[config.mk]
export PLATFORM = sky130hd
export DESIGN_NAME = graph_adjacency_matrix_store
export DESIGN_NICKNAME = d
export VERILOG_FILES = /design/src/hdl/gams_pkg.sv /design/src/hdl/graph_adjacency_matrix_store.sv
export SDC_FILE = /design/constraint.sdc
export NUM_CORES = 2
export LEC_CHECK = 0
export ABC_AREA = 1
export BUFFER_PORTS_ARGS = -buffer_cell sky130_fd_sc_hd__buf_4
export CAP_MARGIN = 20
export CORE_ASPECT_RATIO = 0.6
export CORE_MARGIN = 2
export CORE_UTILIZATION = 50
export CTS_CLUSTER_DIAMETER = 100
export DETAILED_ROUTE_END_ITERATION = 8
export PLACE_DENSITY = 0.74
export SYNTH_ARGS = -nofsm -noshare
export SYNTH_HDL_FRONTEND = slang
export SYNTH_SLANG_ARGS = --single-unit
[constraint.sdc]
create_clock -name clk -period 5.2 [get_ports clk]
set_input_delay 0.78 -clock clk [delete_from_list [all_inputs] [get_ports clk]]
set_output_delay 0.78 -clock clk [all_outputs]
set_load 0.02 [all_outputs]
[src/hdl/gams_pkg.sv]
// Shared types and constants for the graph adjacency matrix store.
// No dependencies; used by graph_adjacency_matrix_store.
package gams_pkg;

    // Default and largest supported vertex capacity
    localparam int MAX_VERTICES_DEF = 16;
    localparam int MAX_VERTICES_TOP = 64;

    // Index that means "no vertex"
    localparam logic signed [6:0] NO_INDEX = -7'sd1;

    typedef enum logic [2:0] {
        MODE_ADD_VERTEX = 3'd0,
        MODE_DEL_VERTEX = 3'd1,
        MODE_ADD_EDGE   = 3'd2,
        MODE_DEL_EDGE   = 3'd3,
        MODE_FIND       = 3'd4,
        MODE_LIST_ADJ   = 3'd5,
        MODE_IS_ADJ     = 3'd6,
        MODE_UNKNOWN    = 3'd7
    } mode_t;

    typedef enum logic [1:0] {
        STAT_OK        = 2'd0,
        STAT_BAD_INDEX = 2'd1,
        STAT_FULL      = 2'd2,
        STAT_BAD_MODE  = 2'd3
    } status_t;

    typedef enum logic [3:0] {
        ST_IDLE,
        ST_DISP,
        ST_EDGE_A,
        ST_EDGE_B,
        ST_SCAN,
        ST_ADJ_RD,
        ST_LIST_LD,
        ST_LIST_NEXT,
        ST_LIST_EMIT,
        ST_REM,
        ST_RESP
    } state_t;

endpackage

[src/hdl/graph_adjacency_matrix_store.sv]
// Undirected graph store: vertex value memory plus adjacency row memory,
// driven by a sequencer that reads, modifies and writes back one entry a cycle.
// Depends on gams_pkg.
//
//   channel | direction | handshake          | payload
//   --------+-----------+--------------------+---------------------------------------
//   in      | to block  | in_valid/in_stall  | mode vertex_value other_value index_a/b
//   out     | from block| out_valid/out_stall| status found_index neighbor_value
//           |           |                    | neighbor_valid adjacent vertex_count last
//
// One item at a time; each memory has one read and one write port, which sets the pace.
// Work grows with the vertex count for remove, find and is adjacent (which scans twice, once
// per value), and with the neighbor count for list; add vertex, edge, bad index and unknown
// mode do not.
// Reset clears the vertex count and control state only; no clearing pass is needed.
// A stalled output holds the sequencer; the next item is taken once results are loaded.
module graph_adjacency_matrix_store #(
    parameter int MAX_VERTICES = gams_pkg::MAX_VERTICES_DEF
) (
    input  logic               clk,
    input  logic               rst_n,
    input  logic               in_valid,
    output logic               in_stall,
    input  logic [2:0]         mode,
    input  logic signed [31:0] vertex_value,
    input  logic signed [31:0] other_value,
    input  logic signed [6:0]  index_a,
    input  logic signed [6:0]  index_b,
    output logic               out_valid,
    input  logic               out_stall,
    output logic [1:0]         status,
    output logic signed [6:0]  found_index,
    output logic signed [31:0] neighbor_value,
    output logic               neighbor_valid,
    output logic               adjacent,
    output logic [6:0]         vertex_count,
    output logic               last
);
    import gams_pkg::*;

    localparam int N  = MAX_VERTICES;
    localparam int IW = $clog2(N);
    localparam int CW = $clog2(N + 1);

    // Close the gap at bit x: bits above x move down one place
    function automatic logic [N-1:0] squeeze(input logic [N-1:0] r, input logic [IW-1:0] x);
        logic [N-1:0] low;
        logic [N-1:0] hi;
        low = (N'(1) << x) - N'(1);
        hi  = ((r >> x) >> 1) << x;
        return (r & low) | hi;
    endfunction

    // Storage
    logic [31:0]  val_mem [N];
    logic [N-1:0] row_mem [N];
    logic [31:0]  val_rdata;
    logic [N-1:0] row_rdata;

    logic          val_we, val_re, row_we, row_re;
    logic [IW-1:0] val_waddr, val_raddr, row_waddr, row_raddr;
    logic [31:0]   val_wdata;
    logic [N-1:0]  row_wdata;

    // Control and working registers
    state_t            state_reg, state_next;
    logic [CW-1:0]     total_reg, total_next;
    logic [CW-1:0]     cnt_reg, cnt_next;
    logic              chk_v_reg, chk_v_next;
    logic [IW-1:0]     chk_idx_reg, chk_idx_next;
    logic [31:0]       key_reg, key_next;
    logic              phase_reg, phase_next;
    logic              p_ok_reg, p_ok_next;
    logic [IW-1:0]     p_idx_reg, p_idx_next;
    logic [IW-1:0]     q_idx_reg, q_idx_next;
    logic              wr_v_reg, wr_v_next;
    logic [IW-1:0]     wr_idx_reg, wr_idx_next;
    logic [N-1:0]      mask_reg, mask_next;
    status_t           res_status_reg, res_status_next;
    logic signed [6:0] res_found_reg, res_found_next;
    logic              res_adj_reg, res_adj_next;

    // Latched item
    mode_t             mode_reg;
    logic [31:0]       va_reg, vb_reg;
    logic [6:0]        ia_reg, ib_reg;

    // Output register
    logic              out_valid_reg;
    logic [1:0]        out_status_reg;
    logic signed [6:0] out_found_reg;
    logic [31:0]       out_nval_reg;
    logic              out_nvalid_reg, out_adj_reg, out_last_reg;
    logic [6:0]        out_count_reg;

    logic              out_ld;
    logic [1:0]        ld_status;
    logic signed [6:0] ld_found;
    logic [31:0]       ld_nval;
    logic              ld_nvalid, ld_adj, ld_last;

    logic              in_accept, out_free;
    logic              a_ok, b_ok;
    logic [IW-1:0]     ia_idx, ib_idx;
    logic              hit, scan_done;
    logic [IW-1:0]     pos;
    logic [CW-1:0]     cnt_inc;

    assign in_stall  = (state_reg != ST_IDLE);
    assign in_accept = in_valid && !in_stall;
    assign out_free  = !out_valid_reg || !out_stall;

    assign ia_idx  = ia_reg[IW-1:0];
    assign ib_idx  = ib_reg[IW-1:0];
    assign a_ok    = !ia_reg[6] && (7'(ia_reg[5:0]) < 7'(total_reg));
    assign b_ok    = !ib_reg[6] && (7'(ib_reg[5:0]) < 7'(total_reg));
    assign cnt_inc = cnt_reg + CW'(1);

    // Lowest set bit of the remaining neighbor mask
    always_comb
    begin
        pos = '0;
        for (int i = N - 1; i >= 0; i--)
        begin
            if (mask_reg[i])
            begin
                pos = IW'(i);
            end
        end
    end

    // Latch the item on accept
    always_ff @(posedge clk)
    begin
        if (in_accept)
        begin
            mode_reg <= mode_t'(mode);
            va_reg   <= vertex_value;
            vb_reg   <= other_value;
            ia_reg   <= index_a;
            ib_reg   <= index_b;
        end
    end

    // Memories: one write and one registered read each
    always_ff @(posedge clk)
    begin
        if (val_we)
        begin
            val_mem[val_waddr] <= val_wdata;
        end
        if (val_re)
        begin
            val_rdata <= val_mem[val_raddr];
        end
    end

    always_ff @(posedge clk)
    begin
        if (row_we)
        begin
            row_mem[row_waddr] <= row_wdata;
        end
        if (row_re)
        begin
            row_rdata <= row_mem[row_raddr];
        end
    end

    // Sequencer: next state, memory control and result loading
    always_comb
    begin
        state_next      = state_reg;
        total_next      = total_reg;
        cnt_next        = cnt_reg;
        chk_v_next      = chk_v_reg;
        chk_idx_next    = chk_idx_reg;
        key_next        = key_reg;
        phase_next      = phase_reg;
        p_ok_next       = p_ok_reg;
        p_idx_next      = p_idx_reg;
        q_idx_next      = q_idx_reg;
        wr_v_next       = 1'b0;
        wr_idx_next     = wr_idx_reg;
        mask_next       = mask_reg;
        res_status_next = res_status_reg;
        res_found_next  = res_found_reg;
        res_adj_next    = res_adj_reg;

        val_we = 1'b0; val_waddr = '0; val_wdata = '0; val_re = 1'b0; val_raddr = '0;
        row_we = 1'b0; row_waddr = '0; row_wdata = '0; row_re = 1'b0; row_raddr = '0;

        out_ld    = 1'b0;
        ld_status = 2'(STAT_OK);
        ld_found  = NO_INDEX;
        ld_nval   = '0;
        ld_nvalid = 1'b0;
        ld_adj    = 1'b0;
        ld_last   = 1'b1;

        hit       = 1'b0;
        scan_done = 1'b0;

        case (state_reg)
            ST_IDLE:
            begin
                if (in_accept)
                begin
                    state_next = ST_DISP;
                end
            end

            ST_DISP:
            begin
                res_status_next = STAT_OK;
                res_found_next  = NO_INDEX;
                res_adj_next    = 1'b0;
                cnt_next        = '0;
                chk_v_next      = 1'b0;
                phase_next      = 1'b0;
                key_next        = va_reg;
                case (mode_reg)
                    MODE_ADD_VERTEX:
                    begin
                        state_next = ST_RESP;
                        if (total_reg == CW'(N))
                        begin
                            res_status_next = STAT_FULL;
                        end
                        else
                        begin
                            // Columns at or above the count are always zero
                            val_we     = 1'b1;
                            val_waddr  = total_reg[IW-1:0];
                            val_wdata  = va_reg;
                            row_we     = 1'b1;
                            row_waddr  = total_reg[IW-1:0];
                            row_wdata  = '0;
                            total_next = total_reg + CW'(1);
                        end
                    end
                    MODE_DEL_VERTEX:
                    begin
                        if (a_ok)
                        begin
                            state_next = ST_REM;
                        end
                        else
                        begin
                            res_status_next = STAT_BAD_INDEX;
                            state_next      = ST_RESP;
                        end
                    end
                    MODE_ADD_EDGE, MODE_DEL_EDGE:
                    begin
                        if (a_ok && b_ok && ia_reg != ib_reg)
                        begin
                            row_re     = 1'b1;
                            row_raddr  = ia_idx;
                            state_next = ST_EDGE_A;
                        end
                        else
                        begin
                            res_status_next = STAT_BAD_INDEX;
                            state_next      = ST_RESP;
                        end
                    end
                    MODE_FIND, MODE_IS_ADJ:
                    begin
                        state_next = ST_SCAN;
                    end
                    MODE_LIST_ADJ:
                    begin
                        if (a_ok)
                        begin
                            row_re     = 1'b1;
                            row_raddr  = ia_idx;
                            state_next = ST_LIST_LD;
                        end
                        else
                        begin
                            res_status_next = STAT_BAD_INDEX;
                            state_next      = ST_RESP;
                        end
                    end
                    default:
                    begin
                        res_status_next = STAT_BAD_MODE;
                        state_next      = ST_RESP;
                    end
                endcase
            end

            // Edge: modify row a, fetch row b
            ST_EDGE_A:
            begin
                row_we    = 1'b1;
                row_waddr = ia_idx;
                row_wdata = (mode_reg == MODE_ADD_EDGE) ? (row_rdata | (N'(1) << ib_idx))
                                                        : (row_rdata & ~(N'(1) << ib_idx));
                row_re     = 1'b1;
                row_raddr  = ib_idx;
                state_next = ST_EDGE_B;
            end

            ST_EDGE_B:
            begin
                row_we    = 1'b1;
                row_waddr = ib_idx;
                row_wdata = (mode_reg == MODE_ADD_EDGE) ? (row_rdata | (N'(1) << ia_idx))
                                                        : (row_rdata & ~(N'(1) << ia_idx));
                state_next = ST_RESP;
            end

            // Linear search of the value memory, one read issued and one compared per cycle
            ST_SCAN:
            begin
                if (chk_v_reg && val_rdata == key_reg)
                begin
                    hit       = 1'b1;
                    scan_done = 1'b1;
                    chk_v_next = 1'b0;
                end
                else if (cnt_reg < total_reg)
                begin
                    val_re       = 1'b1;
                    val_raddr    = cnt_reg[IW-1:0];
                    chk_v_next   = 1'b1;
                    chk_idx_next = cnt_reg[IW-1:0];
                    cnt_next     = cnt_reg + CW'(1);
                end
                else
                begin
                    scan_done  = 1'b1;
                    chk_v_next = 1'b0;
                end

                if (scan_done)
                begin
                    if (mode_reg == MODE_FIND)
                    begin
                        res_found_next = hit ? 7'(chk_idx_reg) : NO_INDEX;
                        state_next     = ST_RESP;
                    end
                    else if (!phase_reg)
                    begin
                        p_ok_next  = hit;
                        p_idx_next = chk_idx_reg;
                        phase_next = 1'b1;
                        key_next   = vb_reg;
                        cnt_next   = '0;
                    end
                    else if (p_ok_reg && hit && p_idx_reg != chk_idx_reg)
                    begin
                        row_re     = 1'b1;
                        row_raddr  = p_idx_reg;
                        q_idx_next = chk_idx_reg;
                        state_next = ST_ADJ_RD;
                    end
                    else
                    begin
                        state_next = ST_RESP;
                    end
                end
            end

            ST_ADJ_RD:
            begin
                res_adj_next = row_rdata[q_idx_reg];
                state_next   = ST_RESP;
            end

            ST_LIST_LD:
            begin
                mask_next  = row_rdata;
                state_next = ST_LIST_NEXT;
            end

            ST_LIST_NEXT:
            begin
                if (mask_reg == '0)
                begin
                    state_next = ST_RESP;
                end
                else
                begin
                    val_re     = 1'b1;
                    val_raddr  = pos;
                    mask_next  = mask_reg & ~(N'(1) << pos);
                    state_next = ST_LIST_EMIT;
                end
            end

            ST_LIST_EMIT:
            begin
                if (out_free)
                begin
                    out_ld     = 1'b1;
                    ld_nval    = val_rdata;
                    ld_nvalid  = 1'b1;
                    ld_last    = (mask_reg == '0);
                    state_next = (mask_reg == '0) ? ST_IDLE : ST_LIST_NEXT;
                end
            end

            // Remove: rows below x squeezed in place, later rows and values moved down
            ST_REM:
            begin
                if (cnt_reg < total_reg - CW'(1))
                begin
                    row_re    = 1'b1;
                    row_raddr = (cnt_reg < CW'(ia_idx)) ? cnt_reg[IW-1:0] : cnt_inc[IW-1:0];
                    val_re      = 1'b1;
                    val_raddr   = cnt_inc[IW-1:0];
                    wr_v_next   = 1'b1;
                    wr_idx_next = cnt_reg[IW-1:0];
                    cnt_next    = cnt_reg + CW'(1);
                end
                else if (!wr_v_reg)
                begin
                    total_next = total_reg - CW'(1);
                    state_next = ST_RESP;
                end

                if (wr_v_reg)
                begin
                    row_we    = 1'b1;
                    row_waddr = wr_idx_reg;
                    row_wdata = squeeze(row_rdata, ia_idx);
                    if (wr_idx_reg >= ia_idx)
                    begin
                        val_we    = 1'b1;
                        val_waddr = wr_idx_reg;
                        val_wdata = val_rdata;
                    end
                end
            end

            ST_RESP:
            begin
                if (out_free)
                begin
                    out_ld     = 1'b1;
                    ld_status  = 2'(res_status_reg);
                    ld_found   = res_found_reg;
                    ld_adj     = res_adj_reg;
                    state_next = ST_IDLE;
                end
            end

            default:
            begin
                state_next = ST_IDLE;
            end
        endcase
    end

    // Control registers
    always_ff @(posedge clk or negedge rst_n)
    begin
        if (!rst_n)
        begin
            state_reg <= ST_IDLE;
            total_reg <= '0;
            chk_v_reg <= 1'b0;
            wr_v_reg  <= 1'b0;
        end
        else
        begin
            state_reg <= state_next;
            total_reg <= total_next;
            chk_v_reg <= chk_v_next;
            wr_v_reg  <= wr_v_next;
        end
    end

    // Working registers
    always_ff @(posedge clk)
    begin
        cnt_reg        <= cnt_next;
        chk_idx_reg    <= chk_idx_next;
        key_reg        <= key_next;
        phase_reg      <= phase_next;
        p_ok_reg       <= p_ok_next;
        p_idx_reg      <= p_idx_next;
        q_idx_reg      <= q_idx_next;
        wr_idx_reg     <= wr_idx_next;
        mask_reg       <= mask_next;
        res_status_reg <= res_status_next;
        res_found_reg  <= res_found_next;
        res_adj_reg    <= res_adj_next;
    end

    // Output register
    always_ff @(posedge clk or negedge rst_n)
    begin
        if (!rst_n)
        begin
            out_valid_reg <= 1'b0;
        end
        else if (out_ld)
        begin
            out_valid_reg <= 1'b1;
        end
        else if (!out_stall)
        begin
            out_valid_reg <= 1'b0;
        end
    end

    always_ff @(posedge clk)
    begin
        if (out_ld)
        begin
            out_status_reg <= ld_status;
            out_found_reg  <= ld_found;
            out_nval_reg   <= ld_nval;
            out_nvalid_reg <= ld_nvalid;
            out_adj_reg    <= ld_adj;
            out_last_reg   <= ld_last;
            out_count_reg  <= 7'(total_reg);
        end
    end

    assign out_valid      = out_valid_reg;
    assign status         = out_status_reg;
    assign found_index    = out_found_reg;
    assign neighbor_value = out_nval_reg;
    assign neighbor_valid = out_nvalid_reg;
    assign adjacent       = out_adj_reg;
    assign vertex_count   = out_count_reg;
    assign last           = out_last_reg;

    // Vertex count moves by at most one per cycle
    assert property (@(posedge clk) disable iff (!rst_n)
        total_reg == $past(total_reg) || total_reg == $past(total_reg) + CW'(1) ||
        total_reg == $past(total_reg) - CW'(1))
        else $error("vertex count jumped");

    // A neighbor result carries ok status and no index
    assert property (@(posedge clk) disable iff (!rst_n)
        out_valid && neighbor_valid |-> status == 2'(STAT_OK) && found_index == NO_INDEX)
        else $error("neighbor result with bad fields");

    // Reported count never exceeds capacity
    assert property (@(posedge clk) disable iff (!rst_n)
        out_valid |-> vertex_count <= 7'(N))
        else $error("vertex count above capacity");

endmodule

==> qor.txt <==
====================================================================================
Setup fix buffers added after clock tree synthesis ....................            0
Post-route core utilization ...........................................        56.9%
Top register by number of flip-flops ..................................      val_mem
Tcrit/Tclk final ......................................................        88.0%
RSZ-0062 raised after global routing ..................................        false
Launch point of the worst reg-to-reg path ............................. val_rdata[14]
Die Area ..............................................................   0.0989 mm²
Final ANT Viol Nets ...................................................            0
Setup WS pre-CTS ......................................................       793 ps
Final standard cell count with taps included and fillers excluded .....         6208
Netlist area before placement .........................................   0.0482 mm²
Clock tree sinks ......................................................         1035
Total of flip-flops plus latches after synthesis ......................         1035
Static Leakage ........................................................    0.0224 µW
Slowest-stage cell, CP ................................................      xnor2_1
Most frequently used cell type in the post-synthesis netlist ..........     edfxtp_1
Post-synth top area share .............................................        63.8%
Relative contribution of the clock network to total power .............        45.5%
Gate count of the mapped netlist ......................................         4755
Slew @ Worst Pin ......................................................      1120 ps
Placer's final routability congestion estimate ........................        0.989
Worst setup path category ............................................. flip-flop to flip-flop
CTS Buf Count .........................................................           96
Arrival time of data at the critical path endpoint ....................      4990 ps
Total routing resource utilization after global routing ...............        29.0%
Mean area per synthesized cell ........................................     10.1 µm²
Starting density of the core ..........................................        50.3%
Share of flip-flops with an asynchronous set or reset after synthesis .        1.16%
Combinational Power Share .............................................         0.4%
Tmin final ............................................................      4580 ps
Final setup viols .....................................................            0
Final count of pins violating max slew ................................            0
Core outline area .....................................................   0.0958 mm²
Reg clk slew, reported paths ..........................................        80 ps
Endpoint type of the worst setup path .................................    flip-flop
Terminus of the critical flop-to-flop path ............................ row_rdata[3]
Top cells by area, synth .............................................. edfxtp_1 (64%), nand3_1 (8.8%), nand2_1 (7.0%), inv_1 (6.1%), o21ai_0 (2.0%)
Internal power summed over all cells ..................................     13500 µW
Total via count after detailed routing ................................        36.1k
Total of fill cells in the finished design ............................         7865
Number of diodes ......................................................            0
Global-route met2 utilization .........................................        39.2%
Switching pwr .........................................................      3210 µW
Post-synth top area cell ..............................................     edfxtp_1
Min-Delay Path Depth ..................................................            1
Sequential cell area ..................................................   0.0310 mm²
Detailed Route WL .....................................................    144000 µm
Run status ............................................................ finished, final reports clean
Max IR drop VDD .......................................................       274 µV
Max FO, Critical Path .................................................           35
Max Cap Violations ....................................................            0
Number of global-route vias before repair .............................        32.8k
Post-CTS resize count .................................................            0
List of cells traversed by the critical path .......................... xnor2_1 -> inv_1 -> nor3_1 -> nand2_1 -> nor2_1 -> nand3_1 -> nor2_1 -> nand3_4 -> nand3_4 -> buf_12 -> nand2_1 -> nand3_1 -> nand3_1 -> nand3_1 -> nand2_1
Fmax ..................................................................    0.219 GHz
Warning count from the yosys run ......................................            0
Number of hold violations in the final report .........................            0
Distinct cell type count after synthesis ..............................           51
Starting DRC count in detailed routing ................................         5621
Sequential-to-total area share from yosys stat ........................        64.4%
Multi-input gate area in the final layout .............................   0.0131 mm²
Flip-flop count of the largest register after layout ..................          512
Data required, critical path ..........................................      5620 ps
H-Tree Level Count ....................................................            3
Main flop type after synthesis ........................................     edfxtp_1
Hold Crit Start ....................................................... other_value[22]
Number of hold buffers added after CTS ................................            1
Overflow left after global routing ....................................            0
Port Buf Inserts ......................................................          135
Wire length of the first global-routing pass ..........................    213000 µm
Signed area change from the synthesized netlist to the final layout ...        13.2%
Startpoint class of the critical path .................................    flip-flop
Registers with the most flip-flops .................................... val_mem x512, row_mem x256
Count of pins on the block boundary ...................................          138
Fraction of power spent switching nets ................................        19.3%
Maximum clock skew at final layout ....................................      38.6 ps
Rows ..................................................................           88
Maximum number of pins on one net before global-route repair ..........          172
Worst Hold Path EP ....................................................   vb_reg[22]
Met3 track demand over resource .......................................        8.53%
Class of the tightest hold or removal check ........................... input port to flip-flop
DP HPWL ...............................................................     88500 µm
Commonest cells in the netlist ........................................ edfxtp_1 (1023), nand2_1 (896), nand3_1 (850), inv_1 (788), nor2_1 (195)
Final worst slack .....................................................       625 ps
Worst-skew pair later-pin latency .....................................       710 ps
Clock tree from TritonCTS .............................................          yes
Ratio of total power to cell area .....................................   306 mW/mm²
Detail-routed via count per cell ......................................         5.81
Max incr delay on CP ..................................................       550 ps
Number of nets in the final layout ....................................         4985
DRC violations left ...................................................            0
Busiest grt layer .....................................................         met1
Worst setup path start ................................................ val_rdata[14]
Cell count after placement ............................................         6026
Worst reg-to-reg setup slack ..........................................       620 ps
WL/cell ...............................................................      23.2 µm
Setup Total Neg Slack .................................................         0 ps
Post-synth EDFFs ......................................................         1023
Clock tree root buffer cell ...........................................    clkbuf_16
Met1 global-route usage ...............................................        44.8%
R2R depth .............................................................           15
Most frequent cell on the critical path ...............................      nand3_1
Antenna violations before repair ......................................            0
Worst max-slew margin expressed relative to the limit .................        25.6%
Die width .............................................................       405 µm
Vertical die dimension ................................................       244 µm
Detailed-router iteration count before antenna repair .................            8
Buffers from clock root to sink, at most ..............................            3
Ratio of cells with drive above 1 in the final layout .................        10.3%
Total chip power ......................................................     16700 µW
Flop pwr share ........................................................        54.1%
====================================================================================
[cell usage in the layout (no fill, tap or decap), drive strengths merged, types with 6 or more instances in the layout]
cell type  count
bufinv        19
clkinv        42
inv          813
o22ai         19
edfxtp      1023
xnor2         10
nand2        899
nand3b        96
nor3          35
a21oi         65
nor2         204
ha            28
xor2          18
nand4        133
buf          270
nand3        852
or2           24
dfrtp         12
o211ai        11
o21ai        211
a211oi         6
clkbuf       113
[layer usage]
metal  share of wire (%)  vias to the layer above
met5               0.039                        -
met4                 2.7                        2
met3                  15                      239
met2                  40                     2472
met1                  42                    17100
li1                    -                    16300
[area by class of cell]
type	count	share of cell area [%]
flip-flops and latches	1035	56.9
multi-input cells	2650	24.1
inverters	818	5.65
clock buffers	113	4.60
repair buffers	271	4.30
well taps	1260	2.89
clock inverters	61	1.54
[through the flow]
stage	instance area (µm²)	hold slack, ps
global route	54500	222
CTS	54500	208
detailed placement	51100	452
finish	54500	247
global placement	51100	481
floorplan	48200	425
[worst max-delay path: cells and delay by family, from the launching register on]
kind / cells / cell delay [ps]
xor gates and xnor gates: 1 / 550
buffers and inverters: 2 / 340
and+or+nand+nor: 12 / 2890
DFF: 1 / 450
[power groups by stage]
stage | Combinational [µW] | Clock, µW | Sequential [µW]
2_1_floorplan | 2.64 | 0 | 9210
3_3_place_gp | 63.5 | 0 | 9210
3_5_place_dp | 63.5 | 0 | 9210
4_1_cts | 64.4 | 7650 | 9030
5_1_grt | 67.1 | 7970 | 9020
6_report | 64.8 | 7590 | 9030
[how the worst max path moves through the flow]
stage / cells past startpoint / to
after floorplan: 11 / val_mem[0][0]
after global placement: 15 / row_rdata[12]
after detailed placement: 19 / val_rdata[22]
after CTS: 19 / val_rdata[24]
after global routing: 15 / row_rdata[3]
final: 15 / row_rdata[3]
[cells by family after synthesis]
| logic type | count (synthesis) | synth area share (%) |
|---|---|---|
| flip-flops | 1035 | 64.4 |
| AO/OA/AOI/OAI | 341 | 3.91 |
| multiplexers | 3 | 0.0623 |
| buffers and inverters | 1071 | 8.85 |
| AND/OR/NAND/NOR | 2248 | 21.5 |
| XOR/XNOR | 28 | 0.509 |
| adder cells (fa/ha/maj) | 28 | 0.727 |
| other | 1 | 0.00779 |
No activity file was read; power rests on OpenSTA's default activity.
